### config.mk
export PLATFORM = sky130hd
export DESIGN_NAME = motor_impedance_command_packer
export DESIGN_NICKNAME = d
export VERILOG_FILES = /design/src/rtl/core/micp_pkg.sv /design/src/rtl/core/micp_front.sv /design/src/rtl/core/micp_fifo.sv /design/src/rtl/core/micp_back.sv /design/src/rtl/core/motor_impedance_command_packer.sv
export SDC_FILE = /design/constraint.sdc
export NUM_CORES = 2
export LEC_CHECK = 0
export ABC_AREA = 1
export BUFFER_PORTS_ARGS = -buffer_cell sky130_fd_sc_hd__buf_4
export CORE_MARGIN = 2
export CORE_UTILIZATION = 51
export DETAILED_ROUTE_END_ITERATION = 16
export PLACE_DENSITY = 0.74
export SLEW_MARGIN = 5
export SYNTH_ARGS = -nofsm -noshare
export SYNTH_HDL_FRONTEND = slang
export SYNTH_HIERARCHICAL = 1
export SYNTH_SLANG_ARGS = --single-unit
### constraint.sdc
create_clock -name i_clk -period 23.5 [get_ports i_clk]
set_clock_uncertainty 0.1 [all_clocks]
set_input_delay 2.35 -clock i_clk [delete_from_list [all_inputs] [get_ports i_clk]]
set_output_delay 2.35 -clock i_clk [all_outputs]
set_load 0.03 [all_outputs]
### src/rtl/core/micp_pkg.sv
// ---------------------------------------------------------------------------
// micp_pkg
// Shared types and constants for the impedance command packer.
// ---------------------------------------------------------------------------
`default_nettype none

package micp_pkg;

    localparam int LimitW   = 31;
    localparam int IdW      = 8;
    localparam int ValW     = 32;
    localparam int CfgAddrW = 3;
    localparam int CfgDataW = 31;
    localparam int StatusW  = 2;
    localparam int PayloadW = 64;
    // offset and span are at most 2^32 - 2, so 33 bits cover them
    localparam int SpanW    = 33;
    // offset * (2^16 - 1) fits in 49 bits
    localparam int NumW     = 49;
    localparam int QuoW     = 16;
    localparam int CntW     = 6;
    localparam int FieldCnt = 5;
    localparam int FieldIdxW = 3;

    typedef enum logic [CfgAddrW-1:0] {
        REG_POS_LIMIT  = 3'd0,
        REG_VEL_LIMIT  = 3'd1,
        REG_TRQ_LIMIT  = 3'd2,
        REG_KP_LIMIT   = 3'd3,
        REG_KD_LIMIT   = 3'd4,
        REG_ID_LOW     = 3'd5,
        REG_ID_HIGH    = 3'd6
    } t_reg_idx;

    typedef enum logic [StatusW-1:0] {
        ST_OK      = 2'd0,
        ST_BAD_ID  = 2'd1,
        ST_RANGE   = 2'd2
    } t_status;

    // one classified command handed from the front to the back
    typedef struct packed {
        t_status              status;
        logic [IdW-1:0]       id;
        logic [SpanW-1:0]     off_p;
        logic [SpanW-1:0]     span_p;
        logic [SpanW-1:0]     off_v;
        logic [SpanW-1:0]     span_v;
        logic [SpanW-1:0]     off_kp;
        logic [SpanW-1:0]     span_kp;
        logic [SpanW-1:0]     off_kd;
        logic [SpanW-1:0]     span_kd;
        logic [SpanW-1:0]     off_t;
        logic [SpanW-1:0]     span_t;
    } t_cmd;

    typedef struct packed {
        logic [LimitW-1:0] pos_lim;
        logic [LimitW-1:0] vel_lim;
        logic [LimitW-1:0] trq_lim;
        logic [LimitW-1:0] kp_lim;
        logic [LimitW-1:0] kd_lim;
        logic [IdW-1:0]    id_low;
        logic [IdW-1:0]    id_high;
    } t_cfg;

endpackage

`default_nettype wire

### src/rtl/core/micp_front.sv
// ---------------------------------------------------------------------------
// micp_front
// Range checks and offset/span forming for one command word per cycle while the output is not stalled.
// ---------------------------------------------------------------------------
`default_nettype none

module micp_front (
    input  wire logic                          i_clk,
    input  wire logic                          i_rst_n,
    input  wire micp_pkg::t_cfg                i_cfg,
    input  wire logic                          i_valid,
    output logic                               o_ready,
    input  wire logic [micp_pkg::IdW-1:0]      i_motor_id,
    input  wire logic signed [micp_pkg::ValW-1:0] i_pos,
    input  wire logic signed [micp_pkg::ValW-1:0] i_vel,
    input  wire logic signed [micp_pkg::ValW-1:0] i_kp,
    input  wire logic signed [micp_pkg::ValW-1:0] i_kd,
    input  wire logic signed [micp_pkg::ValW-1:0] i_trq,
    output logic                               o_valid,
    input  wire logic                          i_ready,
    output micp_pkg::t_cmd                     o_cmd
);

    localparam int SW = micp_pkg::SpanW;

    logic           r_valid;
    micp_pkg::t_cmd r_cmd;
    micp_pkg::t_cmd n_cmd;

    // signed 34-bit views
    logic signed [SW:0] pos_s, vel_s, kp_s, kd_s, trq_s;
    logic signed [SW:0] pl_s, vl_s, tl_s, gp_s, gd_s;
    logic               id_ok, lim_ok, val_ok;

    assign o_ready = !r_valid || i_ready;
    assign o_valid = r_valid;
    assign o_cmd   = r_cmd;

    always_comb begin
        pos_s = (SW+1)'(i_pos);
        vel_s = (SW+1)'(i_vel);
        kp_s  = (SW+1)'(i_kp);
        kd_s  = (SW+1)'(i_kd);
        trq_s = (SW+1)'(i_trq);
        pl_s  = $signed({3'b000, i_cfg.pos_lim});
        vl_s  = $signed({3'b000, i_cfg.vel_lim});
        tl_s  = $signed({3'b000, i_cfg.trq_lim});
        gp_s  = $signed({3'b000, i_cfg.kp_lim});
        gd_s  = $signed({3'b000, i_cfg.kd_lim});

        id_ok  = (i_motor_id >= i_cfg.id_low) && (i_motor_id <= i_cfg.id_high);
        lim_ok = (i_cfg.pos_lim != '0) && (i_cfg.vel_lim != '0) &&
                 (i_cfg.trq_lim != '0) && (i_cfg.kp_lim != '0) &&
                 (i_cfg.kd_lim != '0);
        val_ok = (pos_s >= -pl_s) && (pos_s <= pl_s) &&
                 (vel_s >= -vl_s) && (vel_s <= vl_s) &&
                 (trq_s >= -tl_s) && (trq_s <= tl_s) &&
                 (kp_s >= 0) && (kp_s <= gp_s) &&
                 (kd_s >= 0) && (kd_s <= gd_s);

        n_cmd         = '0;
        n_cmd.id      = i_motor_id;
        n_cmd.off_p   = SW'(pos_s + pl_s);
        n_cmd.span_p  = SW'(pl_s + pl_s);
        n_cmd.off_v   = SW'(vel_s + vl_s);
        n_cmd.span_v  = SW'(vl_s + vl_s);
        n_cmd.off_t   = SW'(trq_s + tl_s);
        n_cmd.span_t  = SW'(tl_s + tl_s);
        n_cmd.off_kp  = SW'(kp_s);
        n_cmd.span_kp = SW'(gp_s);
        n_cmd.off_kd  = SW'(kd_s);
        n_cmd.span_kd = SW'(gd_s);
        if (!id_ok) begin
            n_cmd.status = micp_pkg::ST_BAD_ID;
        end else if (!(lim_ok && val_ok)) begin
            n_cmd.status = micp_pkg::ST_RANGE;
        end else begin
            n_cmd.status = micp_pkg::ST_OK;
        end
    end

    // output stage of the front
    always_ff @(posedge i_clk) begin
        if (!i_rst_n) begin
            r_valid <= 1'b0;
        end else if (o_ready) begin
            r_valid <= i_valid;
        end
        if (o_ready && i_valid) begin
            r_cmd <= n_cmd;
        end
    end

endmodule

`default_nettype wire

### src/rtl/core/micp_fifo.sv
// ---------------------------------------------------------------------------
// micp_fifo
// Two-entry queue of classified command words between front and back.
// ---------------------------------------------------------------------------
`default_nettype none

module micp_fifo (
    input  wire logic           i_clk,
    input  wire logic           i_rst_n,
    input  wire logic           i_valid,
    output logic                o_ready,
    input  wire micp_pkg::t_cmd i_cmd,
    output logic                o_valid,
    input  wire logic           i_ready,
    output micp_pkg::t_cmd      o_cmd
);

    micp_pkg::t_cmd r_mem [2];
    logic           r_wp, r_rp;
    logic [1:0]     r_cnt;
    logic           push, pop;

    assign o_ready = (r_cnt != 2'd2);
    assign o_valid = (r_cnt != 2'd0);
    assign o_cmd   = r_mem[r_rp];
    assign push    = i_valid && o_ready;
    assign pop     = o_valid && i_ready;

    always_ff @(posedge i_clk) begin
        if (!i_rst_n) begin
            r_wp  <= 1'b0;
            r_rp  <= 1'b0;
            r_cnt <= 2'd0;
        end else begin
            if (push) r_wp <= !r_wp;
            if (pop)  r_rp <= !r_rp;
            r_cnt <= r_cnt + 2'(push) - 2'(pop);
        end
        if (push) begin
            r_mem[r_wp] <= i_cmd;
        end
    end

endmodule

`default_nettype wire

### src/rtl/core/micp_back.sv
// ---------------------------------------------------------------------------
// micp_back
// Scales the five fields with one shared restoring divider and packs the
// payload word.
// ---------------------------------------------------------------------------
`default_nettype none

module micp_back (
    input  wire logic                             i_clk,
    input  wire logic                             i_rst_n,
    input  wire logic                             i_valid,
    output logic                                  o_ready,
    input  wire micp_pkg::t_cmd                   i_cmd,
    output logic                                  o_valid,
    input  wire logic                             i_ready,
    output logic [micp_pkg::StatusW-1:0]          o_status,
    output logic [micp_pkg::IdW-1:0]              o_frame_identifier,
    output logic [micp_pkg::PayloadW-1:0]         o_frame_payload
);

    localparam int SW = micp_pkg::SpanW;
    localparam int NW = micp_pkg::NumW;
    localparam int QW = micp_pkg::QuoW;
    localparam int CW = micp_pkg::CntW;
    localparam int FW = micp_pkg::FieldIdxW;

    typedef enum logic [1:0] {S_IDLE, S_LOAD, S_DIV, S_DONE} t_state;

    t_state                     r_state;
    micp_pkg::t_cmd             r_cmd;
    logic [FW-1:0]              r_fld;
    logic [CW-1:0]              r_cnt;
    logic [NW-1:0]              r_num;
    logic [SW:0]                r_rem;
    logic [QW-1:0]              r_quo;
    logic [micp_pkg::PayloadW-1:0] r_pay;
    logic                       r_ovalid;
    logic [micp_pkg::StatusW-1:0] r_ost;
    logic [micp_pkg::IdW-1:0]   r_oid;
    logic [micp_pkg::PayloadW-1:0] r_opay;

    logic [SW-1:0]  sel_off, sel_span;
    logic [4:0]     sel_bits;
    logic [SW:0]    trial;
    logic [SW:0]    rem_sh;
    logic [NW-1:0]  prod;
    logic           take;

    assign o_ready = (r_state == S_IDLE);
    assign take    = i_valid && o_ready;
    assign o_valid = r_ovalid;
    assign o_status = r_ost;
    assign o_frame_identifier = r_oid;
    assign o_frame_payload = r_opay;

    // field select
    always_comb begin
        case (r_fld)
            3'd0: begin
                sel_off = r_cmd.off_p;  sel_span = r_cmd.span_p;  sel_bits = 5'd16;
            end
            3'd1: begin
                sel_off = r_cmd.off_v;  sel_span = r_cmd.span_v;  sel_bits = 5'd12;
            end
            3'd2: begin
                sel_off = r_cmd.off_kp; sel_span = r_cmd.span_kp; sel_bits = 5'd12;
            end
            3'd3: begin
                sel_off = r_cmd.off_kd; sel_span = r_cmd.span_kd; sel_bits = 5'd12;
            end
            default: begin
                sel_off = r_cmd.off_t;  sel_span = r_cmd.span_t;  sel_bits = 5'd12;
            end
        endcase
        // offset * (2^bits - 1) = (offset << bits) - offset
        prod   = (NW'(sel_off) << sel_bits) - NW'(sel_off);
        rem_sh = {r_rem[SW-1:0], r_num[NW-1]};
        trial  = rem_sh - {1'b0, sel_span};
    end

    always_ff @(posedge i_clk) begin
        if (!i_rst_n) begin
            r_state  <= S_IDLE;
            r_ovalid <= 1'b0;
        end else begin
            // the done state reloads the output word itself
            if (r_ovalid && i_ready && (r_state != S_DONE)) r_ovalid <= 1'b0;
            case (r_state)
                S_IDLE: begin
                    if (take) begin
                        r_cmd <= i_cmd;
                        r_fld <= '0;
                        r_pay <= '0;
                        r_state <= (i_cmd.status == micp_pkg::ST_OK) ? S_LOAD : S_DONE;
                    end
                end
                S_LOAD: begin
                    r_num <= prod;
                    r_rem <= '0;
                    r_quo <= '0;
                    r_cnt <= CW'(NW);
                    r_state <= S_DIV;
                end
                S_DIV: begin
                    // one quotient bit a cycle
                    r_num <= {r_num[NW-2:0], 1'b0};
                    if (!trial[SW]) begin
                        r_rem <= trial;
                        r_quo <= {r_quo[QW-2:0], 1'b1};
                    end else begin
                        r_rem <= rem_sh;
                        r_quo <= {r_quo[QW-2:0], 1'b0};
                    end
                    r_cnt <= r_cnt - 1'b1;
                    if (r_cnt == CW'(1)) begin
                        if (r_fld == 3'd0) begin
                            r_pay <= {(!trial[SW] ? {r_quo[QW-2:0], 1'b1}
                                                  : {r_quo[QW-2:0], 1'b0}), 48'd0};
                        end else begin
                            r_pay <= {r_pay[63:48], r_pay[35:0],
                                      (!trial[SW] ? {r_quo[10:0], 1'b1}
                                                  : {r_quo[10:0], 1'b0})};
                        end
                        if (r_fld == FW'(micp_pkg::FieldCnt - 1)) begin
                            r_state <= S_DONE;
                        end else begin
                            r_fld <= r_fld + 1'b1;
                            r_state <= S_LOAD;
                        end
                    end
                end
                S_DONE: begin
                    if (!r_ovalid || i_ready) begin
                        r_ovalid <= 1'b1;
                        r_ost    <= r_cmd.status;
                        if (r_cmd.status == micp_pkg::ST_OK) begin
                            r_oid  <= r_cmd.id;
                            r_opay <= r_pay;
                        end else begin
                            r_oid  <= '0;
                            r_opay <= '0;
                        end
                        r_state <= S_IDLE;
                    end
                end
                default: r_state <= S_IDLE;
            endcase
        end
    end

endmodule

`default_nettype wire

### src/rtl/core/motor_impedance_command_packer.sv
// ---------------------------------------------------------------------------
// motor_impedance_command_packer
// Checks an impedance command and packs it into a CAN identifier and payload.
// ---------------------------------------------------------------------------
// Path: a word is registered in the front, queued, and taken by the back; a
// rejected word goes straight to done, a packed one first runs five fields,
// each a load state plus 49 divider steps. The back takes a new word only
// once idle again; the front keeps accepting into a two-entry queue.
// Reset: synchronous, active low; limit registers return to their defaults.
`default_nettype none

module motor_impedance_command_packer (
    input  wire logic                                 i_clk,
    input  wire logic                                 i_rst_n,
    input  wire logic                                 i_cfg_we,
    input  wire logic [micp_pkg::CfgAddrW-1:0]        i_cfg_idx,
    input  wire logic [micp_pkg::CfgDataW-1:0]        i_cfg_data,
    input  wire logic                                 i_valid,
    output logic                                      o_ready,
    input  wire logic [micp_pkg::IdW-1:0]             i_motor_id,
    input  wire logic signed [micp_pkg::ValW-1:0]     i_target_position,
    input  wire logic signed [micp_pkg::ValW-1:0]     i_target_velocity,
    input  wire logic signed [micp_pkg::ValW-1:0]     i_stiffness_gain,
    input  wire logic signed [micp_pkg::ValW-1:0]     i_damping_gain,
    input  wire logic signed [micp_pkg::ValW-1:0]     i_feed_torque,
    output logic                                      o_valid,
    input  wire logic                                 i_ready,
    output logic [micp_pkg::StatusW-1:0]              o_status,
    output logic [micp_pkg::IdW-1:0]                  o_frame_identifier,
    output logic [micp_pkg::PayloadW-1:0]             o_frame_payload
);

    micp_pkg::t_cfg r_cfg;
    micp_pkg::t_cmd f_cmd, q_cmd;
    logic           f_valid, f_ready, q_valid, q_ready;

    // configuration registers
    always_ff @(posedge i_clk) begin
        if (!i_rst_n) begin
            r_cfg.pos_lim <= micp_pkg::LimitW'(819200);
            r_cfg.vel_lim <= micp_pkg::LimitW'(2949120);
            r_cfg.trq_lim <= micp_pkg::LimitW'(1179648);
            r_cfg.kp_lim  <= micp_pkg::LimitW'(32768000);
            r_cfg.kd_lim  <= micp_pkg::LimitW'(327680);
            r_cfg.id_low  <= micp_pkg::IdW'(1);
            r_cfg.id_high <= micp_pkg::IdW'(15);
        end else if (i_cfg_we) begin
            case (i_cfg_idx)
                micp_pkg::REG_POS_LIMIT: r_cfg.pos_lim <= i_cfg_data;
                micp_pkg::REG_VEL_LIMIT: r_cfg.vel_lim <= i_cfg_data;
                micp_pkg::REG_TRQ_LIMIT: r_cfg.trq_lim <= i_cfg_data;
                micp_pkg::REG_KP_LIMIT:  r_cfg.kp_lim  <= i_cfg_data;
                micp_pkg::REG_KD_LIMIT:  r_cfg.kd_lim  <= i_cfg_data;
                micp_pkg::REG_ID_LOW:    r_cfg.id_low  <= i_cfg_data[micp_pkg::IdW-1:0];
                micp_pkg::REG_ID_HIGH:   r_cfg.id_high <= i_cfg_data[micp_pkg::IdW-1:0];
                default: ;
            endcase
        end
    end

    micp_front u_front (
        .i_clk(i_clk), .i_rst_n(i_rst_n), .i_cfg(r_cfg),
        .i_valid(i_valid), .o_ready(o_ready),
        .i_motor_id(i_motor_id), .i_pos(i_target_position),
        .i_vel(i_target_velocity), .i_kp(i_stiffness_gain),
        .i_kd(i_damping_gain), .i_trq(i_feed_torque),
        .o_valid(f_valid), .i_ready(f_ready), .o_cmd(f_cmd)
    );

    micp_fifo u_fifo (
        .i_clk(i_clk), .i_rst_n(i_rst_n),
        .i_valid(f_valid), .o_ready(f_ready), .i_cmd(f_cmd),
        .o_valid(q_valid), .i_ready(q_ready), .o_cmd(q_cmd)
    );

    micp_back u_back (
        .i_clk(i_clk), .i_rst_n(i_rst_n),
        .i_valid(q_valid), .o_ready(q_ready), .i_cmd(q_cmd),
        .o_valid(o_valid), .i_ready(i_ready),
        .o_status(o_status), .o_frame_identifier(o_frame_identifier),
        .o_frame_payload(o_frame_payload)
    );

endmodule

`default_nettype wire
; ---- Word level (Yosys, flattened, before mapping)
; Memories as Yosys holds them, arrays and structs flattened. A register that Yosys moved wholly into a read port is not among the register bits.
; Cells that the tools add are included.
; W data, S select, Z words.
[op_classes]
addsub = 15
order_cmp = 12
eq_ne = 21
n_shift = 1
muxes = 32
reduce_logical = 53
[op_table]
columns = cell, count
row1 = $pmux W33 S4, 2
row2 = $mux W64, 3
row3 = $le A32 B32 Y1, 5
row4 = $reduce_bool A31 Y1, 5
row5 = $pmux W64 S2, 1
row6 = $ge A32 B34 Y1, 3
row7 = $neg A31 Y34, 3
row8 = $add A32 B32 Y33, 3
row9 = $pmux W49 S2, 1
row10 = $add A31 B31 Y32, 3
row11 = $pmux W33 S2, 1
row12 = $ge A32 B1 Y1 const B, 2
row13 = $shl A33 B5 Y49, 1
row14 = $sub A49 B33 Y49, 1
row15 = $sub A34 B33 Y34, 1
row16 = $mux W33, 1
row17 = $pmux W15 S2, 1
row18 = $logic_and A1 B1 Y1, 20
row19 = $reduce_and A2 Y1, 8
row20 = $eq A3 B2 Y1 const B, 4
row21 = $eq A3 B3 Y1 const B, 4
row22 = $mux W2, 6
row23 = $pmux W6 S2, 1
row24 = $reduce_and A5 Y1, 2
row25 = 24 further kinds, 52
[totals]
regBits = 1097
ram_bits = 672
inputBits = 207
output_inout_bits = 76
wordCells = 182
mem_count = 1
[memory_table]
columns = name, depth, width, read_ports, rd_clocked_by_memory_dff, wr, line
row1 = u_fifo.r_mem, 2, 336, 1, 1, 1, micp_fifo.sv:18  ; micp_pkg::t_cmd r_mem [2];

; ---- Longest topological paths before layout
[depth]
word_depth = 13
depth_mapped = 29
mapped_depth_nobuf = 29

; ---- Cells and area by module
; The synthesis kept the hierarchy.
[modules_own_cells]
columns = mod, n_inst, cells_each, area_each_um2, seq_area_each_um2
row1 = micp_back, 1, 2571, 27390.0, 17596.9
row2 = micp_fifo, 1, 1094, 26299.0, 20519.7
row3 = micp_front, 1, 2794, 24462.2, 9869.5
row4 = motor_impedance_command_packer, 1, 957, 6641.4, 3423.3

; ---- Worst setup path before layout
; No wires, ideal clock.
[synth_path]
path_type = input -> register
start = input i_valid
end = register u_front.r_cmd (netlist bit u_front/o_cmd[100]), enable pin
setup_ns = 1.127
t_arrival_ns = 18.100
required_time_ns = 22.273
setup_slack_ns = 4.173
cell_stages = 2
path_buffers = 0
path_cell_list = inv_1 -> a21oi_1
[synth_via]
elab_chain_cells = 1
[synth_lines]
columns = element, line
row1 = start: declaration, motor_impedance_command_packer.sv:18  ; input wire logic i_valid,
row2 = $logic_and A1 B1 Y1, micp_front.sv:89  ; if (o_ready && i_valid) begin
row3 = end signal: assignment, micp_front.sv:90  ; r_cmd <= n_cmd;
row4 = end: declaration, micp_front.sv:27  ; micp_pkg::t_cmd r_cmd;
; Every way passes these cells.
; A chain may end at the register's enable or synchronous reset.

; ---- Final worst setup path
[layout_path]
start = register u_back.r_fld[0]
end = register u_back.r_num[48], data pin
[layout_via]
elab_chain_cells = 5
word_cells_on_any_way = 9
cone_classes = add/sub: 1 / eq/ne: 3 / shift: 1 / mux: 3 / reduce/logical: 1
[layout_lines]
columns = element, line
row1 = start: declaration, micp_back.sv:31  ; logic [FW-1:0] r_fld;
row2 = start signal: assignment, micp_back.sv:127  ; r_fld <= r_fld + 1'b1;
row3 = $eq A3 B2 Y1 (tied with other cells), micp_back.sv:58  ; case (r_fld)
row4 = $pmux W33 S4 or $mux W5 (tied branches), micp_back.sv:58
row5 = $shl A33 B5 Y49, micp_back.sv:76  ; prod = (NW'(sel_off) << sel_bits) - NW'(sel_off);
row6 = $sub A49 B33 Y49 (*), micp_back.sv:76
row7 = $pmux W49 S2 (*), micp_back.sv:88  ; case (r_state)
row8 = end signal: assignment, micp_back.sv:98  ; r_num <= prod;
row9 = end signal: assignment, micp_back.sv:106  ; r_num <= {r_num[NW-2:0], 1'b0};
row10 = end: declaration, micp_back.sv:33  ; logic [NW-1:0] r_num;
; Every way passes the cells marked *; elsewhere a longest branch is shown, timed or not.

==> metrics <==
post-synthesis cell area 84,790 sq um; worst vdd ir 0.09589 mV; run status finished clean; EDFF count, synth 1,592; LEAKAGE 37.66 nW; Die Ht 411.8 um; H-tree depth 4; CTS clk-pin slew, worst paths 0.07 ns; RSZ-0062 raised after global routing false; # Post-CTS Setup Buffers 0; DR vias/cell 5.668; gr usage total 28.64%; Seq/Total Area, Yosys 60.63%; Arrival @ worst endpoint 7.23 ns; Max-slew headroom 19.11%; Synth Flop Type edfxtp_1; flip-flop and latch area 51,410 sq um; ANT nets after route 0; CTS Hold Bufs 0; area of the multi-input gates 29,310 sq um; io pins 283; DIE WIDTH 411.8 um; post-synthesis cell count 7,416; Final Slew Violations 0; NumNets Final 8,401; CTS root buf clkbuf_16; Max Cap Viol 0; initial antenna violation count 14; clk buf depth 3; post-CTS resize count 0; number of global-route vias before repair 54,660; Post-DP HPWL 181.1 mm; full die area 169,500 sq um; share of layout cells above drive strength 1 13.36%; Final setup viols 0; Final GP Congestion 1.008; DR WL/cell 24.40 um; Total Wirelength 246.0 mm; CP Max Fanout 52; final hold violation count 0; global-route wire length before repair 356.1 mm; top cells by area, synth edfxtp_1, ha_1, nand2_1; FFs w/ async S/R, synth 0%; pin count of the biggest net entering global routing 146; #FFs+latches synth 1,772; Setup TNS Final 0 ns; Netlist cell types 62; initial drt markers 6,561; actual slew at the worst max-slew pin 1.210 ns; top post-synthesis cells by count edfxtp_1, nand2_1, nor2_1; Final Util 57.38%; FILL cells 13,190; Clock Sinks 1,772; top cell type's share of synthesized area 56.38%; CTS tree built; initial core utilization 51.39%; Tcrit/Tclk final 28.86%; Via Count 57,150; drt pass-1 iters 7; Buffers on Ports 282; # DRC 0; most frequent cell after synthesis edfxtp_1; Worst-Skew Late Latency 0.84 ns; CP Capture Type flop; largest area contributor in the netlist edfxtp_1; Yosys warnings 6; Worst EP required 23.95 ns; max frequency 147.5 MHz; area grow syn2layout 11.66%; PD cells 109.4 nW/um^2; Inserted Clock Buffers 173; grt total ovfl 0; critical path class reg2reg; Avg Cell Area, Syn 11.43 sq um; worst hold path class reg2reg; Site Rows 149; kind of start point of the critical path flop; Core Box Area 165,000 sq um; crit path time final 6.781 ns
## registers in the layout (all words and copies together), names as in the netlist, 2 cells and up, named ones only
register,cells
r_cfg,171
u_back/o_frame_identifier,8
u_back/o_frame_payload,64
u_back/o_status,2
u_back/r_cmd,340
u_back/r_cnt,6
u_back/r_fld,3
u_back/r_num,49
u_back/r_pay,64
u_back/r_quo,15
u_back/r_rem,33
u_back/r_state,2
u_fifo/r_cnt,2
u_fifo/r_mem,680
u_front/o_cmd,328
## cell families after synthesis
group,after synthesis,synth area share [%]
AOI/OAI and AO/OA,807,5.572
xor gates and xnor gates,187,1.932
adders and majority gates,448,6.655
buffers and inverters,948,5.016
DFF,1772,60.63
muxes,346,5.914
other,3,0.01328
and+or+nand+nor,2905,14.27
## path summary, 6_finish.rpt
kind                      start                   end  slack [ns]  cells past startpoint
max             u_back/r_fld[0]      u_back/r_num[48]       16.72                     24
min reg2reg  u_front/o_cmd[285]  u_fifo/r_mem[0][285]        0.33                      0
min          u_front/o_cmd[285]  u_fifo/r_mem[0][285]        0.33                      0
max reg2reg     u_back/r_fld[0]      u_back/r_num[48]       16.72                     24
## critical path, stage by stage (launching register included)
cell and delay, ns:
edfxtp_1 0.44, inv_1 0.12, ha_1 0.69, inv_2 0.12, nor2_4 0.77, buf_4 0.65, buf_4 0.59, a221oi_1 0.14
o21ai_0 0.50, ha_1 0.34, inv_1 0.16, fa_1 0.41, nand2_1 0.09, nand2_1 0.08, and2_1 0.21, nand3_1 0.09
nand3_1 0.18, nand2_1 0.10, nand2_1 0.11, nand2_1 0.10, nand2_1 0.11, nand2_1 0.13, nand3_1 0.08, nand3_1 0.09
nand2_1 0.06
## routing by layer
layer	global-route usage, %	vias to the layer above	share of wire, %
met1	37.88	27680	40
met2	45.88	2696	46
li1	-	26270	-
met4	14.23	14	5.5
met5	0	-	0.039
met3	4.705	493	8.4
## cell usage in the layout, fill, tap and decap left out, types with 26 or more instances in the layout
cell       count
edfxtp_1    1592
a22o_1        44
dfxtp_1      179
nand2_1     1262
a21oi_1      321
buf_4        336
nand3_1      408
o22ai_1       33
o21ai_0      245
ha_1         440
xor2_1       160
a221o_1       31
clkbuf_1      30
clkinv_2      31
nor3_1        89
xnor2_1       27
clkinv_1      26
mux2_2        40
inv_1        726
nor2_1       954
or2_2         28
nand4_1       66
clkbuf_16    174
mux2_4       300
## final cells by class
cell class              instances  area share (%)
repair buffers                340           2.740
clock inverters                96           1.125
clock buffers                 225           5.023
well taps                    2189           2.893
inverters                     743           2.950
flip-flops and latches       1772           54.30
diodes                          3        0.007929
multi-input cells            4716           30.96
## report_power, final
group / switching [mW] / leakage (nW) / internal (mW)
clock: 1.22 / 2.83 / 1.58
sequential: 0.251 / 16.3 / 4.06
combinational: 2.13 / 18.5 / 1.12
## per-stage QoR
stage          setup WS [ns]  hold slack [ns]  total power, mW  area (sq um)  instances
6_report               16.72           0.3295            10.36         94680      10080
5_1_grt                16.47           0.3387            10.81         94670      10080
4_1_cts                16.93           0.3209            10.33         94670      10080
3_5_place_dp           16.27           0.3290            7.539         88850       9760
3_3_place_gp           16.43           0.3218            7.507         88850       9760
2_1_floorplan          4.173           0.3174            6.700         84870       7436
Power figures use the tool's default switching activity.
